`src/sv/ctfe_pkg.sv`:
```
// ctfe_pkg: types and constants shared by the cascaded fir equalizer modules
// no dependencies; compile first
package ctfe_pkg;

   localparam int DATA_W = 32;
   localparam int IDX_W  = 6;
   localparam int REQ_TDATA_W = 88;
   localparam int RSP_TDATA_W = 48;

   typedef enum logic [1:0] {
      CTFE_SAMPLE,
      CTFE_COEF_WR,
      CTFE_COEF_SKIP
   } ctfe_kind_type;

   typedef enum logic [1:0] {
      CTFE_IDLE,
      CTFE_RUN,
      CTFE_DRAIN,
      CTFE_OUT
   } ctfe_state_type;

   typedef enum logic [1:0] {
      CTFE_STG_LOW,
      CTFE_STG_MID,
      CTFE_STG_HIGH
   } ctfe_stage_type;

   typedef struct packed {
      logic [3:0] keep;
      logic [3:0] strobe;
      logic       last;
      logic       id;
      logic       dest;
      logic       user;
   } ctfe_side_type;

   typedef struct packed {
      ctfe_kind_type            kind;
      logic [IDX_W-1:0]         coef_index;
      logic signed [DATA_W-1:0] coef_value;
      logic signed [DATA_W-1:0] sample;
      ctfe_side_type            side;
   } ctfe_item_type;

   typedef struct packed {
      logic load;
      logic shift;
   } ctfe_dl_ctl_type;

endpackage

```
`src/sv/ctfe_fifo.sv`:
```
// ctfe_fifo: two-entry queue of classified items between front and back
// depends on ctfe_pkg
module ctfe_fifo (
   input  logic                    clock,
   input  logic                    reset,
   input  logic                    push,
   input  ctfe_pkg::ctfe_item_type push_item,
   output logic                    not_full,
   input  logic                    pop,
   output logic                    not_empty,
   output ctfe_pkg::ctfe_item_type pop_item
);

   ctfe_pkg::ctfe_item_type slot_ff [2];
   logic       wr_ptr_ff, wr_ptr_in;
   logic       rd_ptr_ff, rd_ptr_in;
   logic [1:0] count_ff, count_in;

   assign not_full  = (count_ff != 2'd2);
   assign not_empty = (count_ff != 2'd0);
   assign pop_item  = slot_ff[rd_ptr_ff];

   always_comb begin
      wr_ptr_in = wr_ptr_ff ^ push;
      rd_ptr_in = rd_ptr_ff ^ pop;
      count_in  = count_ff + {1'b0, push} - {1'b0, pop};
   end

   always_ff @(posedge clock) begin
      if (reset) begin
         wr_ptr_ff <= 1'b0;
         rd_ptr_ff <= 1'b0;
         count_ff  <= 2'd0;
      end else begin
         wr_ptr_ff <= wr_ptr_in;
         rd_ptr_ff <= rd_ptr_in;
         count_ff  <= count_in;
      end
   end

   always_ff @(posedge clock) begin
      if (push) begin
         slot_ff[wr_ptr_ff] <= push_item;
      end
   end

endmodule

```
`config.mk`:
```
export PLATFORM = sky130hd
export DESIGN_NAME = ctfe_fifo
export DESIGN_NICKNAME = d
export VERILOG_FILES = /design/src/sv/ctfe_pkg.sv /design/src/sv/ctfe_fifo.sv
export SDC_FILE = /design/constraint.sdc
export NUM_CORES = 1
export LEC_CHECK = 0
export BUFFER_PORTS_ARGS = -buffer_cell sky130_fd_sc_hd__buf_2
export CORE_UTILIZATION = 55
export DETAILED_ROUTE_END_ITERATION = 6
export GPL_TIMING_DRIVEN = 1
export PLACE_DENSITY_LB_ADDON = 0.08
export REMOVE_ABC_BUFFERS = 1
export SYNTH_ARGS = -nofsm -noshare
export SYNTH_HDL_FRONTEND = slang
export SYNTH_SLANG_ARGS = --single-unit
```
`constraint.sdc`:
```
create_clock -name clock -period 4.05 [get_ports clock]
set_input_delay 0.405 -clock clock [delete_from_list [all_inputs] [get_ports clock]]
set_output_delay 0.405 -clock clock [all_outputs]
set_load 0.05 [all_outputs]
```
==> results of run 1 <==
layout make-up:
cell class	instances	area, µm²
Antenna cell	1	2.50
Clock buffer	19	433
Clock inverter	13	103
Fill cell	736	3150
Inverter	3	11.3
Multi-Input combinational cell	96	1080
Sequential cell	172	5130
Tap cell	140	175
Timing Repair Buffer	177	896
power by group through the flow:
| stage | clock network [mW] | registers, mW | logic (mW) |
|---|---|---|---|
| after floorplan | 0 | 2.16 | 0.516 |
| after global placement | 0 | 2.16 | 0.689 |
| after detailed placement | 0 | 2.17 | 0.697 |
| after CTS | 1.48 | 2.13 | 0.700 |
| after global routing | 1.55 | 2.14 | 0.729 |
| final | 1.46 | 2.13 | 0.692 |
through the flow:
stage / setup slack (ns) / cells / instance area [µm²]
after detailed placement: 1.76 / 588 / 7290
after global routing: 1.24 / 620 / 7830
final: 1.36 / 621 / 7830
after global placement: 1.78 / 588 / 7290
after floorplan: 0.818 / 271 / 6190
after CTS: 1.31 / 620 / 7830
cells by family (layout without fill, tap and decap cells):
logic type                 after synthesis  count (layout)
DFF                                    172             172
muxes                                   84              84
buffers and inverters                   12             212
and+or+nand+nor                          6               6
adders and majority gates                4               4
xor gates and xnor gates                 2               2
other                                    0               1
synthesized netlist by cell type:
cell	instances	area share
buf_6	5	0.0090
mux2_1	50	0.090
or2_2	1	0.0010
edfxtp_1	168	0.80
inv_1	3	0.0018
buf_4	1	0.0012
ha_1	4	0.0080
buf_2	3	0.0024
nand2_1	1	0.00060
nor2_1	3	0.0018
dfxtp_1	4	0.013
xnor3_1	1	0.0036
nor2b_1	1	0.0010
mux2_2	34	0.061
xnor2_1	1	0.0014
sequential cells by signal (all words and copies together), names as in the netlist:
name,flops
count_ff,2
slot_ff,168
wr_ptr_ff,1
rd_ptr_ff,1
metal layers:
layer	routed length [µm]	vias up	track usage
met2	5100	117	0.296
met4	197	0	0.0849
met5	0	-	0
li1	-	1483	-
met3	835	17	0.0646
met1	4280	1555	0.219
worst min path at each step:
stage | depth (start not counted) | end | slack [ns]
CTS | 1 | slot_ff[1][15] | 0.17
floorplan | 1 | wr_ptr_ff | 0.47
global placement | 1 | slot_ff[0][45] | 0.59
finish | 1 | slot_ff[0][15] | 0.18
global route | 1 | slot_ff[0][15] | 0.16
detailed placement | 1 | slot_ff[1][15] | 0.60
worst max-delay path: cells and delay by family, from the launching register on:
family,cells,cell delay (ns)
buf+inv,2,0.56
flops,1,0.93
mux,1,0.35
==> run summary, run 1 <==
final core occ: 0.713
starting density of the core: 0.571
Reg2Reg Depth: 3
Syn-to-layout area delta: 24.9%
clock root cell: clkbuf_16
nets@finish: 559
Critical Path RT: 3.64 ns
critical path's largest stage delay: 0.93 ns
post-synthesis cell area: 0.00627 mm²
clk slew on worst S/H paths: 0.06 ns
overall power: 4.28 mW
switching power total: 1.17 mW
CTS Sinks: 172
core area: 0.0110 mm²
die width: 109 µm
crit-path max FO: 63
post-route ant nets: 0
Worst-Margin Slew: 0.985 ns
global-route wire length before repair: 15.4 mm
Rows: 38
post-CTS setup buffer count: 0
Leakage: 2.94 nW
vias in the first global route: 3128
die area: 0.0118 mm²
largest family of logic cells by synthesized area: multiplexers
outcome: complete, no violations
Cells after Synth: 280
routed wire length per instance: 16.8 µm
MaxCap Viol Count: 0
initial antenna violation count: 0
Hold Path Origin: push_item[15]
Die Ht: 109 µm
Simple-Gate Fraction of Synth Area: 0.00439
DRT iter0 DRCs: 145
Power Density: 546 mW/mm²
setup TNS: 0 ns
CP Data Arrival Time: 2.29 ns
crit-path cells: buf_4 -> mux2_1 -> buf_2
cts repair resizes: 0
crit share post-route: 0.665
PortBufs: 173
CTS tree: built
HP Class: input pin to register
most frequent cells in the layout: 173 x buf_2, 168 x edfxtp_1, 50 x mux2_1
clock latency on the worst-skew pair: 0.41 ns
I/O Pins: 174
final count of hold timing violations: 0
Tot GR Track Use: 0.182
Worst Setup SP: rd_ptr_ff
commonest non-fill, non-tap cell in the layout: buf_2
hold_buf cts: 0
VDD IR-drop max: 0.000363 V
CTS max path bufs: 2
Crit-path slowest cell: dfxtp_4
Ys Warns: 0
vias per inst: 5.11
Final Critical Period: 2.69 ns
share of post-route cells with drive strength above 1: 0.502
Setup crit end kind: output pin
Sequential Power Share: 0.498
# DRC: 0
hpwl dp: 6.70 mm
post-synthesis register bit count: 172
Logic pwr share: 0.162
FMAX: 371 MHz
Pint: 3.11 mW
adder-cell share of the synthesized area: 0.00798
Slew headroom: 0.343
worst r2r src: wr_ptr_ff
r2r endpoint: slot_ff[0][36]
post-synth cell types: 15
first drt pass iteration count: 4
mux contribution to synthesized area: 0.151
grt ovf: 0
Setup Skew: 0.00596 ns
via count: 3172
XOR/XNOR share of the synthesized area: 0.00499
sw frac: 0.273
Post-Route WL: 10.4 mm
Compound-Gate Fraction of Synth Area: 0
largest net degree at the start of global routing: 70
sequential fraction of the synthesis area: 0.817
CTS buffer count: 17
final hold slack: 0.180 ns
Final setup viols: 0
Avg Cell Area, Syn: 22.4 µm²
GPL Wtd Cong: 0.706
max-slew violations: 0
crit path to: pop_item[66]
H-tree level count: 4
reg-to-reg setup timing slack: 2.14 ns
CP Class: register to output pin
clock power share: 0.340
critical path startpoint category: register
RSZ-0062 raised after global routing: false
Note: power is estimated with default switching activity, not from simulation.
==> run 2: changes to the inputs <==
--- a/config.mk
+++ b/config.mk
@@ -6,7 +6,7 @@
 export NUM_CORES = 1
 export LEC_CHECK = 0
 export BUFFER_PORTS_ARGS = -buffer_cell sky130_fd_sc_hd__buf_2
-export CORE_UTILIZATION = 55
+export CORE_UTILIZATION = 52
 export DETAILED_ROUTE_END_ITERATION = 6
 export GPL_TIMING_DRIVEN = 1
 export PLACE_DENSITY_LB_ADDON = 0.08
==> constraint.sdc (replaced) <==
create_clock -name clock -period 2.5 [get_ports clock]
set_input_delay 0.25 -clock clock [delete_from_list [all_inputs] [get_ports clock]]
set_output_delay 0.25 -clock clock [all_outputs]
set_load 0.05 [all_outputs]
==> run summary, run 2 (synthesized netlist as in run 1, its figures left out) <==
outcome: complete, but fails checks
failing checks: design-rule violations
Syn-to-layout area delta: 27.0%
routed wire length per instance: 17.3 µm (+3.1%)
FMAX: 491 MHz
r2r endpoint: slot_ff[0][7]
MaxCap Viol Count: 0 (unchanged)
critical path's largest stage delay: 0.41 ns (-0.52 ns)
Setup Skew: 0.00682 ns (+0.000865 ns)
vias in the first global route: 3481 (+11%)
max-slew violations: 0 (unchanged)
register area: 0.00513 mm² (unchanged)
# DRC: 11 (+11)
crit-path cells: buf_4 -> mux2_1 -> buf_2
post-route ant nets: 0 (unchanged)
post-CTS setup buffer count: 0 (unchanged)
overall power: 6.75 mW (+58%)
initial antenna violation count: 0 (unchanged)
DP Area: 0.00735 mm² (+0.77%)
nets@finish: 576 (+3.0%)
crit-path max FO: 30 (-52%)
reg-to-reg setup timing slack: 0.99 ns (-1.15 ns)
largest net degree at the start of global routing: 56 (-20%)
post-route cell area: 0.00796 mm² (+1.7%)
cts repair resizes: 0 (unchanged)
starting density of the core: 0.542 (-0.0287)
crit path to: pop_item[59]
most frequent cells in the layout: 173 x buf_2, 168 x edfxtp_1, 50 x mux2_1
commonest non-fill, non-tap cell in the layout: buf_2
Fill cells: 782 (+6.3%)
RSZ-0062 raised after global routing: false
CP Class: register to output pin
Post-Route WL: 11.0 mm (+5.4%)
global-route wire length before repair: 16.9 mm (+9.5%)
Largest Register: slot_ff
CTS max path bufs: 2 (unchanged)
Die Ht: 112 µm (+2.8%)
CP Data Arrival Time: 1.79 ns (-0.50 ns)
CTS buffer count: 17 (unchanged)
Rows: 39 (+2.6%)
vias per inst: 5.05 (-1.2%)
Worst-Margin Slew: 0.466 ns (-0.519 ns)
via count: 3206 (+1.1%)
final count of hold timing violations: 0 (unchanged)
core area: 0.0116 mm² (+5.3%)
VDD IR-drop max: 0.000633 V (+74%)
DRT iter0 DRCs: 164 (+13%)
Tot GR Track Use: 0.187 (+0.00525)
PortBufs: 173 (unchanged)
hpwl dp: 7.15 mm (+6.7%)
Final Critical Period: 2.04 ns
share of post-route cells with drive strength above 1: 0.482 (-0.0204)
Critical Path RT: 2.25 ns (-1.39 ns)
Slew headroom: 0.689 (+0.346)
Crit-path slowest cell: mux2_1
clk slew on worst S/H paths: 0.06 ns (about the same)
I/O Pins: 174 (unchanged)
die area: 0.0125 mm² (+5.7%)
HP Class: input pin to register
clock root cell: clkbuf_16
CTS Sinks: 172 (unchanged)
Power Density: 848 mW/mm² (+55%)
die width: 112 µm (+2.8%)
Top Registers: slot_ff (168), count_ff (2)
Setup crit end kind: output pin
Reg2Reg Depth: 3 (unchanged)
critical path startpoint category: register
grt ovf: 0 (unchanged)
H-tree level count: 4 (unchanged)
Final setup viols: 0 (unchanged)
Multi-input gate area: 0.00108 mm² (unchanged)
antenna cells: 0 (-1)
Worst Setup SP: rd_ptr_ff
GPL Wtd Cong: 0.701 (-0.75%)
clock latency on the worst-skew pair: 0.42 ns (about the same)
max reg flops: 168 (unchanged)
CTS tree: built
worst r2r src: wr_ptr_ff
crit share post-route: 0.815
Leakage: 3.02 nW (+2.6%)
hold_buf cts: 14 (+14)
first drt pass iteration count: 7 (+3)
==> run 2: cell count changes in the layout (fill, tap and decap cells not counted), sizes merged <==
cell	previous run	this run
dlygate4sd3	0	15
clkinvlp	7	0
buf	177	179
clkinv	5	7
bufinv	1	0
clkbuf	19	20
diode	1	0
==> run 2: stage by stage <==
stage / util / setup slack (ns) / cells / TNS, ns / hold WS [ns]
floorplan: - / -0.577 / 271 / -96.03 / 0.317
global placement: 0.635 / 0.922 / 593 / 0 / 0.437
detailed placement: 0.635 / 0.889 / 593 / 0 / 0.441
CTS: 0.688 / 0.422 / 634 / 0 / 0.000176
global route: 0.689 / 0.396 / 635 / 0 / 0.00239
finish: 0.689 / 0.462 / 635 / 0 / 0.0192
==> run 2: cell type report <==
cell class | count | share of cell area
Clock buffer | 20 | 0.0548
Tap cell | 143 | 0.0225
Sequential cell | 172 | 0.644
Timing Repair Buffer | 194 | 0.138
Clock inverter | 7 | 0.00377
Inverter | 3 | 0.00141
Multi-Input combinational cell | 96 | 0.136
==> run 2: power by group <==
part / switching (mW) / total, mW / internal (mW)
Combinational: 0.855 / 1.20 / 0.343
Clock: 0.924 / 2.14 / 1.22
Sequential: 0.0424 / 3.41 / 3.37
Total: 1.82 / 6.75 / 4.93
==> run 2: critical path, delay by kind of cell (launching register included) <==
kind / cells / cell delay (ns)
multiplexers: 1 / 0.41
flip-flops: 1 / 0.36
buffers and inverters: 2 / 0.59
==> run 2: worst min-delay path by stage <==
stage                       start              to  slack [ns]  cells after the start
floorplan                   reset       wr_ptr_ff        0.32                      1
global placement    push_item[82]  slot_ff[0][82]        0.44                      1
detailed placement   push_item[5]   slot_ff[0][5]        0.44                      1
CTS                 push_item[16]  slot_ff[1][16]      0.0002                      1
global route        push_item[11]  slot_ff[1][11]       0.002                      1
finish              push_item[51]  slot_ff[1][51]        0.02                      1
==> run 2: routing by layer <==
| layer | GRT usage | vias to the layer above | wire [µm] |
|---|---|---|---|
| met5 | 0 | - | 0 |
| met4 | 0.100 | 0 | 244 |
| li1 | - | 1510 | - |
| met1 | 0.193 | 1561 | 4070 |
| met3 | 0.0773 | 17 | 927 |
| met2 | 0.325 | 118 | 5740 |
